## src/hw/rtl/hts_pkg.sv

```systemverilog
`timescale 1ns / 1ps
`default_nettype none

package hts_pkg;

	localparam int unsigned CapW = 19;
	localparam logic [CapW-1:0] CapReset = 19'd32768;

	localparam logic [2:0] OpenerLen = 3'd7;
	localparam logic [3:0] CloserLen = 4'd9;

	localparam logic [7:0] ChLt    = 8'h3C;
	localparam logic [7:0] ChGt    = 8'h3E;
	localparam logic [7:0] ChSpace = 8'h20;

	typedef struct packed {
		logic       emit;
		logic [7:0] out_byte;
		logic       doc_done;
	} hts_result_t;

	// Lower-case pattern of the script opener, indexed by match progress.
	function automatic logic [7:0] opener_char(input logic [2:0] idx);
		logic [7:0] c;
		case (idx)
			3'd0: c = "<";
			3'd1: c = "s";
			3'd2: c = "c";
			3'd3: c = "r";
			3'd4: c = "i";
			3'd5: c = "p";
			3'd6: c = "t";
			default: c = 8'h00;
		endcase
		return c;
	endfunction

	// Lower-case pattern of the script closer, indexed by match progress.
	function automatic logic [7:0] closer_char(input logic [3:0] idx);
		logic [7:0] c;
		case (idx)
			4'd0: c = "<";
			4'd1: c = "/";
			4'd2: c = "s";
			4'd3: c = "c";
			4'd4: c = "r";
			4'd5: c = "i";
			4'd6: c = "p";
			4'd7: c = "t";
			4'd8: c = ">";
			default: c = 8'h00;
		endcase
		return c;
	endfunction

endpackage

`default_nettype wire

```

## src/hw/rtl/hts_core.sv

```systemverilog
`timescale 1ns / 1ps
`default_nettype none

module hts_core import hts_pkg::*; (
	input  wire logic            clk,
	input  wire logic            arst_n,
	input  wire logic            advance,
	input  wire logic [7:0]      byte_s1,
	input  wire logic            end_s1,
	input  wire logic [CapW-1:0] cap,
	output hts_result_t          result
);

	logic            inside_tag_q, inside_script_q, tag_saved_q, last_space_q;
	logic [2:0]      opener_q;
	logic [3:0]      closer_q;
	logic [CapW-1:0] count_q;

	logic            inside_tag_d, inside_script_d, tag_saved_d, last_space_d;
	logic [2:0]      opener_d;
	logic [3:0]      closer_d;
	logic [CapW-1:0] count_d;

	logic [7:0] lc;
	logic [3:0] closer_nxt;
	logic [2:0] opener_nxt;
	logic       saved_nxt;
	logic       is_ws;
	logic       want;
	logic [7:0] ch;
	logic       fire;

	always_comb begin
		lc = (byte_s1 >= "A" && byte_s1 <= "Z") ? byte_s1 + 8'd32 : byte_s1;
		is_ws = byte_s1 inside {ChSpace, [8'h09:8'h0D]};

		inside_tag_d    = inside_tag_q;
		inside_script_d = inside_script_q;
		tag_saved_d     = tag_saved_q;
		opener_d        = opener_q;
		closer_d        = closer_q;
		want            = 1'b0;
		ch              = 8'h00;
		closer_nxt      = 4'd0;
		opener_nxt      = 3'd0;
		saved_nxt       = tag_saved_q;

		if (inside_script_q) begin
			if (lc == closer_char(closer_q)) begin
				closer_nxt = closer_q + 4'd1;
			end else begin
				closer_nxt = (byte_s1 == ChLt) ? 4'd1 : 4'd0;
			end
			if (closer_nxt == CloserLen) begin
				inside_script_d = 1'b0;
				closer_d        = 4'd0;
			end else begin
				closer_d = closer_nxt;
			end
		end else begin
			if (lc == opener_char(opener_q)) begin
				if (opener_q == 3'd0) begin
					saved_nxt = inside_tag_q;
				end
				opener_nxt = opener_q + 3'd1;
			end else if (byte_s1 == ChLt) begin
				saved_nxt  = inside_tag_q;
				opener_nxt = 3'd1;
			end else begin
				opener_nxt = 3'd0;
			end
			tag_saved_d = saved_nxt;

			if (opener_nxt == OpenerLen) begin
				// Opener complete: the tag flag returns to its value before the '<'.
				inside_script_d = 1'b1;
				inside_tag_d    = saved_nxt;
				opener_d        = 3'd0;
				closer_d        = 4'd0;
			end else begin
				opener_d = opener_nxt;
				if (byte_s1 == ChLt) begin
					inside_tag_d = 1'b1;
				end else if (byte_s1 == ChGt) begin
					inside_tag_d = 1'b0;
					want         = 1'b1;
					ch           = ChSpace;
				end else if (!inside_tag_q) begin
					if (is_ws) begin
						if (count_q != '0 && !last_space_q) begin
							want = 1'b1;
							ch   = ChSpace;
						end
					end else begin
						want = 1'b1;
						ch   = byte_s1;
					end
				end
			end
		end

		fire         = want && (count_q < cap);
		count_d      = fire ? count_q + 1'b1 : count_q;
		last_space_d = fire ? (ch == ChSpace) : last_space_q;

		result.emit     = fire;
		result.out_byte = fire ? ch : 8'h00;
		result.doc_done = end_s1;
	end

	always_ff @(posedge clk or negedge arst_n) begin
		if (!arst_n) begin
			inside_tag_q    <= 1'b0;
			inside_script_q <= 1'b0;
			tag_saved_q     <= 1'b0;
			last_space_q    <= 1'b0;
			opener_q        <= '0;
			closer_q        <= '0;
			count_q         <= '0;
		end else if (advance) begin
			if (end_s1) begin
				inside_tag_q    <= 1'b0;
				inside_script_q <= 1'b0;
				tag_saved_q     <= 1'b0;
				last_space_q    <= 1'b0;
				opener_q        <= '0;
				closer_q        <= '0;
				count_q         <= '0;
			end else begin
				inside_tag_q    <= inside_tag_d;
				inside_script_q <= inside_script_d;
				tag_saved_q     <= tag_saved_d;
				last_space_q    <= last_space_d;
				opener_q        <= opener_d;
				closer_q        <= closer_d;
				count_q         <= count_d;
			end
		end
	end

endmodule

`default_nettype wire

```

## src/hw/rtl/html_tag_strip_filter_unit.sv

```systemverilog
`timescale 1ns / 1ps
`default_nettype none

// HTML tag strip filter: turns a stream of document bytes into readable text.
// Input channel (in_valid/in_ready) carries one word per document byte, with
// doc_end marking the last byte of a document. Output channel
// (out_valid/out_ready) returns exactly one word per input word: emit says
// whether out_byte holds a text byte, and doc_done echoes doc_end.
// A configuration channel (cfg_valid/cfg_ready/max_output) sets the per-document
// output cap; it is always ready and should be written only while idle.
// Path: an accepted word sits in the input register until the output register
// is empty or draining; then its filter result lands in the output register
// and out_valid rises.
// Throughput is one word per cycle while the receiver does not stall. The
// filter state (tag and script flags, match progress, emitted count) is a loop
// updated as a word moves from the input register into the output register.
// When the receiver stalls, the output register holds its word, the input
// register fills, and in_ready then drops until the output word is taken.
// Reset clears both registers and all filter state, and the cap returns to
// 32768. Filter state also clears after each word with doc_end set.

module html_tag_strip_filter_unit import hts_pkg::*; (
	input  wire logic            clk,
	input  wire logic            arst_n,
	input  wire logic            in_valid,
	output      logic            in_ready,
	input  wire logic [7:0]      in_byte,
	input  wire logic            doc_end,
	output      logic            out_valid,
	input  wire logic            out_ready,
	output      logic            emit,
	output      logic [7:0]      out_byte,
	output      logic            doc_done,
	input  wire logic            cfg_valid,
	output      logic            cfg_ready,
	input  wire logic [CapW-1:0] max_output
);

	logic [CapW-1:0] cap_val_q;
	logic            valid_s1;
	logic [7:0]      byte_s1;
	logic            end_s1;
	logic            advance;
	hts_result_t     result;
	hts_result_t     result_s2;
	logic            valid_s2;

	// The input word moves on whenever the output register is empty or draining.
	assign advance   = valid_s1 && (!valid_s2 || out_ready);
	assign in_ready  = !valid_s1 || advance;
	assign cfg_ready = 1'b1;

	always_ff @(posedge clk or negedge arst_n) begin
		if (!arst_n) begin
			cap_val_q <= CapReset;
		end else if (cfg_valid && cfg_ready) begin
			cap_val_q <= max_output;
		end
	end

	// Input register.
	always_ff @(posedge clk or negedge arst_n) begin
		if (!arst_n) begin
			valid_s1 <= 1'b0;
		end else if (in_ready) begin
			valid_s1 <= in_valid;
		end
	end

	always_ff @(posedge clk) begin
		if (in_valid && in_ready) begin
			byte_s1 <= in_byte;
			end_s1  <= doc_end;
		end
	end

	hts_core u_core (
		.clk     (clk),
		.arst_n  (arst_n),
		.advance (advance),
		.byte_s1 (byte_s1),
		.end_s1  (end_s1),
		.cap     (cap_val_q),
		.result  (result)
	);

	// Output register.
	always_ff @(posedge clk or negedge arst_n) begin
		if (!arst_n) begin
			valid_s2 <= 1'b0;
		end else if (advance) begin
			valid_s2 <= 1'b1;
		end else if (out_ready) begin
			valid_s2 <= 1'b0;
		end
	end

	always_ff @(posedge clk) begin
		if (advance) begin
			result_s2 <= result;
		end
	end

	assign out_valid = valid_s2;
	assign emit      = result_s2.emit;
	assign out_byte  = result_s2.out_byte;
	assign doc_done  = result_s2.doc_done;

`ifndef SYNTHESIS
	a_empty_out_takes_input: assert property (@(posedge clk) disable iff (!arst_n)
		!valid_s2 |-> in_ready)
		else $error("input stalled while output register is empty");

	a_advance_fills_out: assert property (@(posedge clk) disable iff (!arst_n)
		advance |=> valid_s2)
		else $error("word moved on but output register is not valid");

	a_silent_word_zero: assert property (@(posedge clk) disable iff (!arst_n)
		(valid_s2 && !result_s2.emit) |-> (result_s2.out_byte == 8'h00))
		else $error("non-emitting word carries a nonzero byte");

	a_cap_seen: assert property (@(posedge clk) disable iff (!arst_n)
		(cfg_valid && cfg_ready) |=> (cap_val_q == $past(max_output)))
		else $error("cap write was not captured");
`endif

endmodule

`default_nettype wire
```

## config.mk

```make
export PLATFORM = sky130hd
export DESIGN_NAME = html_tag_strip_filter_unit
export DESIGN_NICKNAME = d
export VERILOG_FILES = /design/src/hw/rtl/hts_pkg.sv /design/src/hw/rtl/hts_core.sv /design/src/hw/rtl/html_tag_strip_filter_unit.sv
export SDC_FILE = /design/constraint.sdc
export NUM_CORES = 1
export LEC_CHECK = 0
export ABC_AREA = 1
export CORE_MARGIN = 3
export CORE_UTILIZATION = 30
export CTS_CLUSTER_SIZE = 10
export DETAILED_ROUTE_END_ITERATION = 6
export DONT_BUFFER_PORTS = 1
export PLACE_DENSITY = 0.54
export SLEW_MARGIN = 20
export SYNTH_ARGS = -nofsm -noshare
export SYNTH_HDL_FRONTEND = slang
export SYNTH_HIERARCHICAL = 1
export SYNTH_SLANG_ARGS = --single-unit
```

## constraint.sdc

```tcl
create_clock -name clk -period 3 [get_ports clk]
set_input_delay 0.9 -clock clk [delete_from_list [all_inputs] [get_ports clk]]
set_output_delay 0.9 -clock clk [all_outputs]
set_load 0.03 [all_outputs]
```

==> impl_summary.txt, run 1 <==
----------------------------------------------------
[Placement]
  Placed Area ... a little over 5000 sq um
  Count of input and output buffers ... 0
  Last weighted congestion value of the routability-driven placer ... 0.881
  Sum of net half-perimeters after detailed placement ... about 8800 um
  Placed cell count ... 857
  Post-placement setup slack ... 317 ps

[Yosys]
  Cell area after synthesis ... approximately 4900 sq um
  Number of library cell types mapped by synthesis ... 43
  Yosys top cell area share ... roughly a quarter
  Share of flip-flops with an asynchronous set or reset after synthesis ... between 70% and 80%
  Number of enable-type register cells in the synthesized netlist ... 19
  Synth Net Count ... 719
  Synth top area cells ... dfrtp_1, edfxtp_1, nand2_1
  Flip-flop cell with the highest count after synthesis ... dfrtp_1
  Seq cells post-synth ... 70
  Sequential share of the synthesized area ... 37.7%
  Average footprint of a synthesized cell ... ~7.5 sq um
  Synthesis warning total ... 6
  Number of instances in the synthesized netlist ... between 600 and 700
  Cell taking the most area after synthesis ... dfrtp_1

[Clock tree]
  Sink Count ... 70
  Hold-fix buffers at CTS ... 0
  Clock latency on the worst-skew pair ... 340 ps
  Longest Clk Path Bufs ... 2
  Register clock-pin slew on the reported worst setup and hold paths ... roughly 60 ps
  CTS tree ... yes
  Cts bufs inserted ... 9
  PostCTS Resize Cnt ... 0
  Number of buffers added for setup after CTS ... 0
  Root buffer cell ... clkbuf_16
  Count of H-tree levels built during CTS ... 3

[Route]
  Uppermost signal routing layer after detailed routing ... met4
  Routed length on met1 ... between 5000 and 6000 um
  Starting DRC count in detailed routing ... 235
  Routed length on met3 ... ~470 um
  Detailed Routing Iterations Pass 1 ... 4
  Remaining DRCs ... 0
  DR vias ... just over 4000
  Number of nets with antenna violations after detailed routing ... 0
  Via-per-instance ratio ... 4.65
  Routed wire length per instance ... 13.4 um
  Post-Route WL ... between 10000 and 15000 um
  Total met2 wirelength after detailed routing ... around 5700 um

[Floorplanning]
  Overall die area ... 17900 sq um
  Overall die width ... ~130 um
  I/O pin cnt ... 46
  Number of placement rows ... between 40 and 50
  Core Box Area ... between 15000 and 20000 sq um
  Die Span Y ... ~130 um
  Initial core utilization ... between 30% and 40%

[Global route]
  First-pass GRT wire length ... roughly 20000 um
  Residual overflow from global routing ... 0
  Overall routing resource usage ... between 10% and 20%
  Number of global-route vias before repair ... 3916
  Initial antenna violation count ... 0
  Pin count of the biggest net entering global routing ... between 50 and 60

[Layout]
  Final non-filler cell area ... around 5400 sq um
  Nets@finish ... 718
  Non-filler instance count after layout ... about 870
  Commonest non-fill, non-tap cells in the layout ... nand2_1, inv_1, nor2_1
  Share of final-layout standard cells stronger than drive strength 1 ... under 10%
  Most common library cell in the layout ignoring fill and taps ... nand2_1
  Area delta synth->final ... 10.3%
  Antenna diode instance count ... 0

[Timing]
  Post-route clock period utilization ... 89.9%
  Number of setup violations in the final report ... 0
  Tightest Pin Transition ... 672 ps
  Worst clock skew ... 4.20 ps
  FMAX ... 0.371 GHz
  Max-slew violation count ... 0
  Minimum setup slack in the final design ... around 300 ps
  Summed negative setup slack over all endpoints ... 0 ps
  Setup repair after global routing missed its margin ... no
  Final hold vios ... 0
  Shortest clock period the worst path allows after layout ... 2700 ps
  Slew margin rel. ... a little under three fifths

[Flow run]
  Number of maximum-capacitance violations ... 0

[Setup path]
  Most frequent CP cell ... nand2_1
  Startpoint type of the worst setup path ... flop
  Highest-delay cell along the critical path ... dfrtp_1
  Nature of the critical path endpoint ... flop
  Required time at the worst-slack endpoint ... about 3200 ps
  Maximum single-stage delay on the critical path ... ~400 ps
  Setup slack on the worst flop-to-flop path ... around 300 ps
  Reg-to-reg critical path startpoint ... u_core/opener_q[0]
  Destination of the worst register-to-register timing path ... u_core/count_q[5]
  Critical Path Fanout Max ... 27
  Worst endpoint data arrival time ... 2930 ps
  Logic depth of the worst register-to-register path ... 15
  Cell-by-cell trace of the critical path ... inv_1 -> ha_1 -> nand2_1 -> nand2_1 -> nor2_1 -> nand2_1 -> nand3_1 -> nand3_2 -> nor3_4 -> nand4_2 -> nand3_2 -> a21oi_4 -> buf_12 -> nand2_1 -> o21ai_2
  Worst setup path category ... flop to flop

[Outcome]
  Status ... completed

[Power]
  Power per cell area ... 465 nW/um^2
  IR Drop Worst-Case VDD ... roughly 0.29 mV
  Static Leak ... ~0.0026 uW

[Worst hold path]
  Tightest Hold Check Type ... input pin to asynchronous set/reset pin

----------------------------------------------------
==> cell families after synthesis <==
group                    count (synthesis)  share of synthesized area, %
AO/OA/AOI/OAI                           80                          10.5
XOR/XNOR                                17                          3.03
other                                    1                        0.0764
AND/OR/NAND/NOR                        323                          29.0
flip-flops                              70                          37.7
adder cells (fa/ha/maj)                 33                          8.41
buffers and inverters                  129                          11.3
==> how the worst max path moves through the flow <==
stage	start	endpoint	slack (ps)	cells after the start
after global routing	u_core/opener_q[0]	u_core/count_q[3]	60	13
after CTS	u_core/opener_q[0]	u_core/count_q[5]	290	15
after detailed placement	u_core/opener_q[0]	u_core/count_q[7]	320	15
final	u_core/opener_q[0]	u_core/count_q[5]	300	15
after global placement	u_core/opener_q[0]	u_core/count_q[9]	340	15
after floorplan	out_ready	u_core/opener_q[1]	260	10
==> where the power goes <==
group / leakage [uW] / internal, uW / switching [uW] / total [uW]
registers: 0.000848 / 1040 / 72.1 / 1110
logic: 0.00158 / 91.0 / 174 / 265
clock network: 0.000162 / 728 / 408 / 1140
total: 0.00259 / 1860 / 654 / 2510
==> synth_stat cells (4+ instances only) <==
| library cell | n |
|---|---|
| a21oi_1 | 11 |
| inv_1 | 109 |
| buf_6 | 4 |
| inv_2 | 6 |
| xor2_1 | 16 |
| ha_1 | 33 |
| edfxtp_1 | 19 |
| nor4_1 | 9 |
| buf_4 | 4 |
| o21ai_0 | 33 |
| nand3_2 | 5 |
| dfrtp_1 | 50 |
| nor2_1 | 78 |
| nand3_1 | 36 |
| nor3_1 | 18 |
| o21ai_2 | 19 |
| nand4_1 | 16 |
| nand2_1 | 148 |
==> critical path, delay by kind of cell, from the launching register on <==
kind,cells,cell delay [ps]
simple gates,10,1430
flops,1,400
compound gates,2,160
fa+ha+maj,1,260
buf+inv,2,320
==> per-layer routing <==
metal	vias up	track usage, %
met2	66	22.8
met3	17	3.75
met4	0	4.06
met5	-	0
li1	2102	-
met1	1873	17.6
==> state kept, by name, indices dropped and copies added (netlist names), 3 cells and up <==
signal / flops
u_core/opener_q: 3
byte_s1: 8
u_core/count_q: 19
cap_val_q: 19
u_core/closer_q: 4
out_byte: 8
==> layout make-up <==
type                    instances  area (sq um)
clock buffers                  15           320
clock inverters                 1          5.00
fillers                      1746         10500
inverters                     115           432
multi-input cells             454          2510
flip-flops and latches         70          1850
well taps                     216           270
repair buffers                  2          27.5
==> through the flow <==
stage          utilization [%]  total power, uW  hold slack, ps
4_1_cts                   33.9             2560             233
5_1_grt                   33.9             2650             230
2_1_floorplan                -             1340             447
3_3_place_gp              31.9             1400             466
3_5_place_dp              31.9             1400             471
6_report                  33.9             2510             250
Power figures use the tool's default switching activity.
==> inputs of run 2 (changes only) <==
--- a/config.mk
+++ b/config.mk
@@ -8,10 +8,12 @@
 export ABC_AREA = 1
 export CORE_MARGIN = 3
 export CORE_UTILIZATION = 30
+export CTS_BUF_LIST = sky130_fd_sc_hd__clkbuf_4
 export CTS_CLUSTER_SIZE = 10
 export DETAILED_ROUTE_END_ITERATION = 6
 export DONT_BUFFER_PORTS = 1
 export PLACE_DENSITY = 0.54
+export SKIP_CTS_REPAIR_TIMING = 1
 export SLEW_MARGIN = 20
 export SYNTH_ARGS = -nofsm -noshare
 export SYNTH_HDL_FRONTEND = slang
==> run 2 against run 1 <==
  * Cell count stayed put
  * First-iteration DRC count decreased by 2.6%
  * Via count is 0.49% lower
  * Design area down 3.2%
  * Worst setup slack improved by 4.8 ps
  * Register-to-register slack is essentially flat
  * Highest routed layer unchanged
  * Sequential share of layout area is 1.1 points higher
  * Non-clock buffer count did not move
==> impl_summary.txt, run 2 (synthesis gave the netlist of run 1 again) <==
----------------------------------------------------
[Flow run]
  Number of maximum-capacitance violations ... 0 (unchanged)

[Route]
  DR vias ... 4038 (was 4058)
  Via-per-instance ratio ... 4.63 (was 4.65)
  Post-Route WL ... 11600 um (was 11700 um)
  Number of nets with antenna violations after detailed routing ... 0 (unchanged)
  Detailed Routing Iterations Pass 1 ... 4 (unchanged)
  Routed wire length per instance ... 13.2 um (was 13.4 um)
  Remaining DRCs ... 0 (unchanged)
  Starting DRC count in detailed routing ... 229 (was 235)

[Clock tree]
  Longest Clk Path Bufs ... 2 (unchanged)
  Count of H-tree levels built during CTS ... 3 (unchanged)
  Register clock-pin slew on the reported worst setup and hold paths ... 120 ps (was 60 ps)
  CTS tree ... yes (unchanged)
  Clock latency on the worst-skew pair ... 450 ps (was 340 ps)
  Sink Count ... 70 (unchanged)
  Cts bufs inserted ... 9 (unchanged)
  Root buffer cell ... clkbuf_4 (was clkbuf_16)

[Timing]
  Shortest clock period the worst path allows after layout ... 2690 ps (was 2700 ps)
  FMAX ... 0.371 GHz (about the same)
  Worst clock skew ... 14.9 ps (was 4.20 ps)
  Slew margin rel. ... 56.9% (was 55.2%)
  Tightest Pin Transition ... 646 ps (was 672 ps)
  Number of setup violations in the final report ... 0 (unchanged)
  Post-route clock period utilization ... 89.8% (was 89.9%)
  Max-slew violation count ... 0 (unchanged)
  Summed negative setup slack over all endpoints ... 0 ps (unchanged)
  Setup repair after global routing missed its margin ... no (unchanged)
  Final hold vios ... 0 (unchanged)

[Layout]
  Top Registers ... cap_val_q x19, u_core/count_q x19 (unchanged)
  Antenna diode instance count ... 0 (unchanged)
  Commonest non-fill, non-tap cells in the layout ... nand2_1, inv_1, nor2_1 (unchanged)
  Share of final-layout standard cells stronger than drive strength 1 ... 8.52% (was 8.83%)
  Filler Cell Count ... 1771 (was 1746)
  Nets@finish ... 718 (unchanged)
  Most common library cell in the layout ignoring fill and taps ... nand2_1 (unchanged)
  Area delta synth->final ... 6.73% (was 10.3%)
  Final non-filler cell area ... 5240 sq um (was 5410 sq um)

[Global route]
  Number of global-route vias before repair ... 3888 (was 3916)
  Overall routing resource usage ... 13.7% (about the same)
  Initial antenna violation count ... 0 (unchanged)
  Residual overflow from global routing ... 0 (unchanged)
  Pin count of the biggest net entering global routing ... 52 (unchanged)
  First-pass GRT wire length ... 19600 um (was 19700 um)

[Floorplanning]
  Overall die area ... 17900 sq um (unchanged)
  I/O pin cnt ... 46 (unchanged)
  Overall die width ... 134 um (unchanged)
  Number of placement rows ... 46 (unchanged)
  Initial core utilization ... 30.8% (unchanged)
  Die Span Y ... 134 um (unchanged)
  Core Box Area ... 15900 sq um (unchanged)

[Setup path]
  Critical Path Fanout Max ... 27 (unchanged)
  Highest-delay cell along the critical path ... dfrtp_1 (unchanged)
  Delay-heaviest family, CP ... simple AND/OR/NAND/NOR gates (unchanged)
  Worst setup path category ... flop to flop (unchanged)
  Startpoint type of the worst setup path ... flop (unchanged)
  Cell-by-cell trace of the critical path ... inv_1 -> ha_1 -> nand2_1 -> nand2_1 -> nor2_1 -> nand2_1 -> nand3_1 -> nand3_2 -> nor3_4 -> nand4_2 -> nand3_2 -> a21oi_4 -> buf_12 -> nand2_1 -> o21ai_2 (unchanged)
  Setup slack on the worst flop-to-flop path ... 310 ps (was 300 ps)
  Bufs and invs on worst path ... 2 (unchanged)
  Required time at the worst-slack endpoint ... 3350 ps (was 3230 ps)
  Worst endpoint data arrival time ... 3040 ps (was 2930 ps)
  Maximum single-stage delay on the critical path ... 430 ps (was 400 ps)
  Most frequent CP cell ... nand2_1 (unchanged)
  Nature of the critical path endpoint ... flop (unchanged)

[Worst hold path]
  Tightest Hold Check Type ... input pin to asynchronous set/reset pin (unchanged)

[Placement]
  Placed Area ... 5090 sq um (unchanged)
  Last weighted congestion value of the routability-driven placer ... 0.881 (unchanged)
  Count of input and output buffers ... 0 (unchanged)
  Sum of net half-perimeters after detailed placement ... 8810 um (unchanged)

[Power]
  Static Leak ... 0.00251 uW (was 0.00259 uW)
  Power per cell area ... 394 nW/um^2 (was 465 nW/um^2)
  IR Drop Worst-Case VDD ... 0.218 mV (was 0.286 mV)

[Outcome]
  Status ... completed (unchanged)

----------------------------------------------------
-- run 2: cell types whose count changed in the layout (fill, tap and decap cells not counted) --
cell       previous run  this run
bufinv_16             0         2
clkbuf_1              1         0
clkbuf_16            11         0
clkbuf_4              0        10
clkbuf_8              3         0
clkinv_1              0         3
-- run 2: area by class of cell --
| cell class | instances | area (sq um) | area share (%) |
|---|---|---|---|
| flip-flops and latches | 70 | 1850 | 35.3 |
| well taps | 216 | 270 | 5.16 |
| repair buffers | 2 | 27.5 | 0.526 |
| inverters | 115 | 432 | 8.24 |
| clock inverters | 6 | 76.3 | 1.46 |
| multi-input cells | 454 | 2510 | 47.9 |
| clock buffers | 10 | 75.1 | 1.43 |
-- run 2: per-stage QoR --
step	util, %	setup slack (ps)	power [uW]	instances	hold WS [ps]
after floorplan	-	258	1340	653	447
after global placement	31.9	338	1400	857	466
after detailed placement	31.9	317	1400	857	471
after CTS	32.9	293	2110	873	72.1
after global routing	32.9	49.6	2200	873	66.1
final	32.9	307	2070	873	127
-- run 2: report_power, final --
part | internal (uW) | total (uW) | switching, uW
Sequential | 1040 | 1110 | 71.8
Combinational | 90.9 | 264 | 173
Clock | 338 | 690 | 352
Total | 1470 | 2070 | 597
-- run 2: metal layers --
metal	track usage, %	wire length (um)	vias to the layer above
met5	0	0	-
met4	4.74	162	0
met3	3.30	505	12
met2	22.6	5590	65
met1	17.6	5290	1860
li1	-	-	2101
-- run 2: worst reg2reg max path, cell delays in order (launching register included) --
cell,delay [ps]
dfrtp_1,430
inv_1,150
ha_1,260
nand2_1,140
nand2_1,70
nor2_1,130
nand2_1,100
nand3_1,130
nand3_2,110
nor3_4,250
nand4_2,160
nand3_2,260
a21oi_4,100
buf_12,180
nand2_1,90
o21ai_2,50
-- run 2: worst paths after layout --
check	start	endpoint	cells past startpoint
max	u_core/opener_q[0]	u_core/count_q[14]	15
max reg2reg	u_core/opener_q[0]	u_core/count_q[14]	15
min	arst_n	cap_val_q[2]	0
min in group clk	cap_val_q[15]	cap_val_q[15]	2
min reg2reg	cap_val_q[15]	cap_val_q[15]	2
max in group asynchronous	arst_n	cap_val_q[15]	0
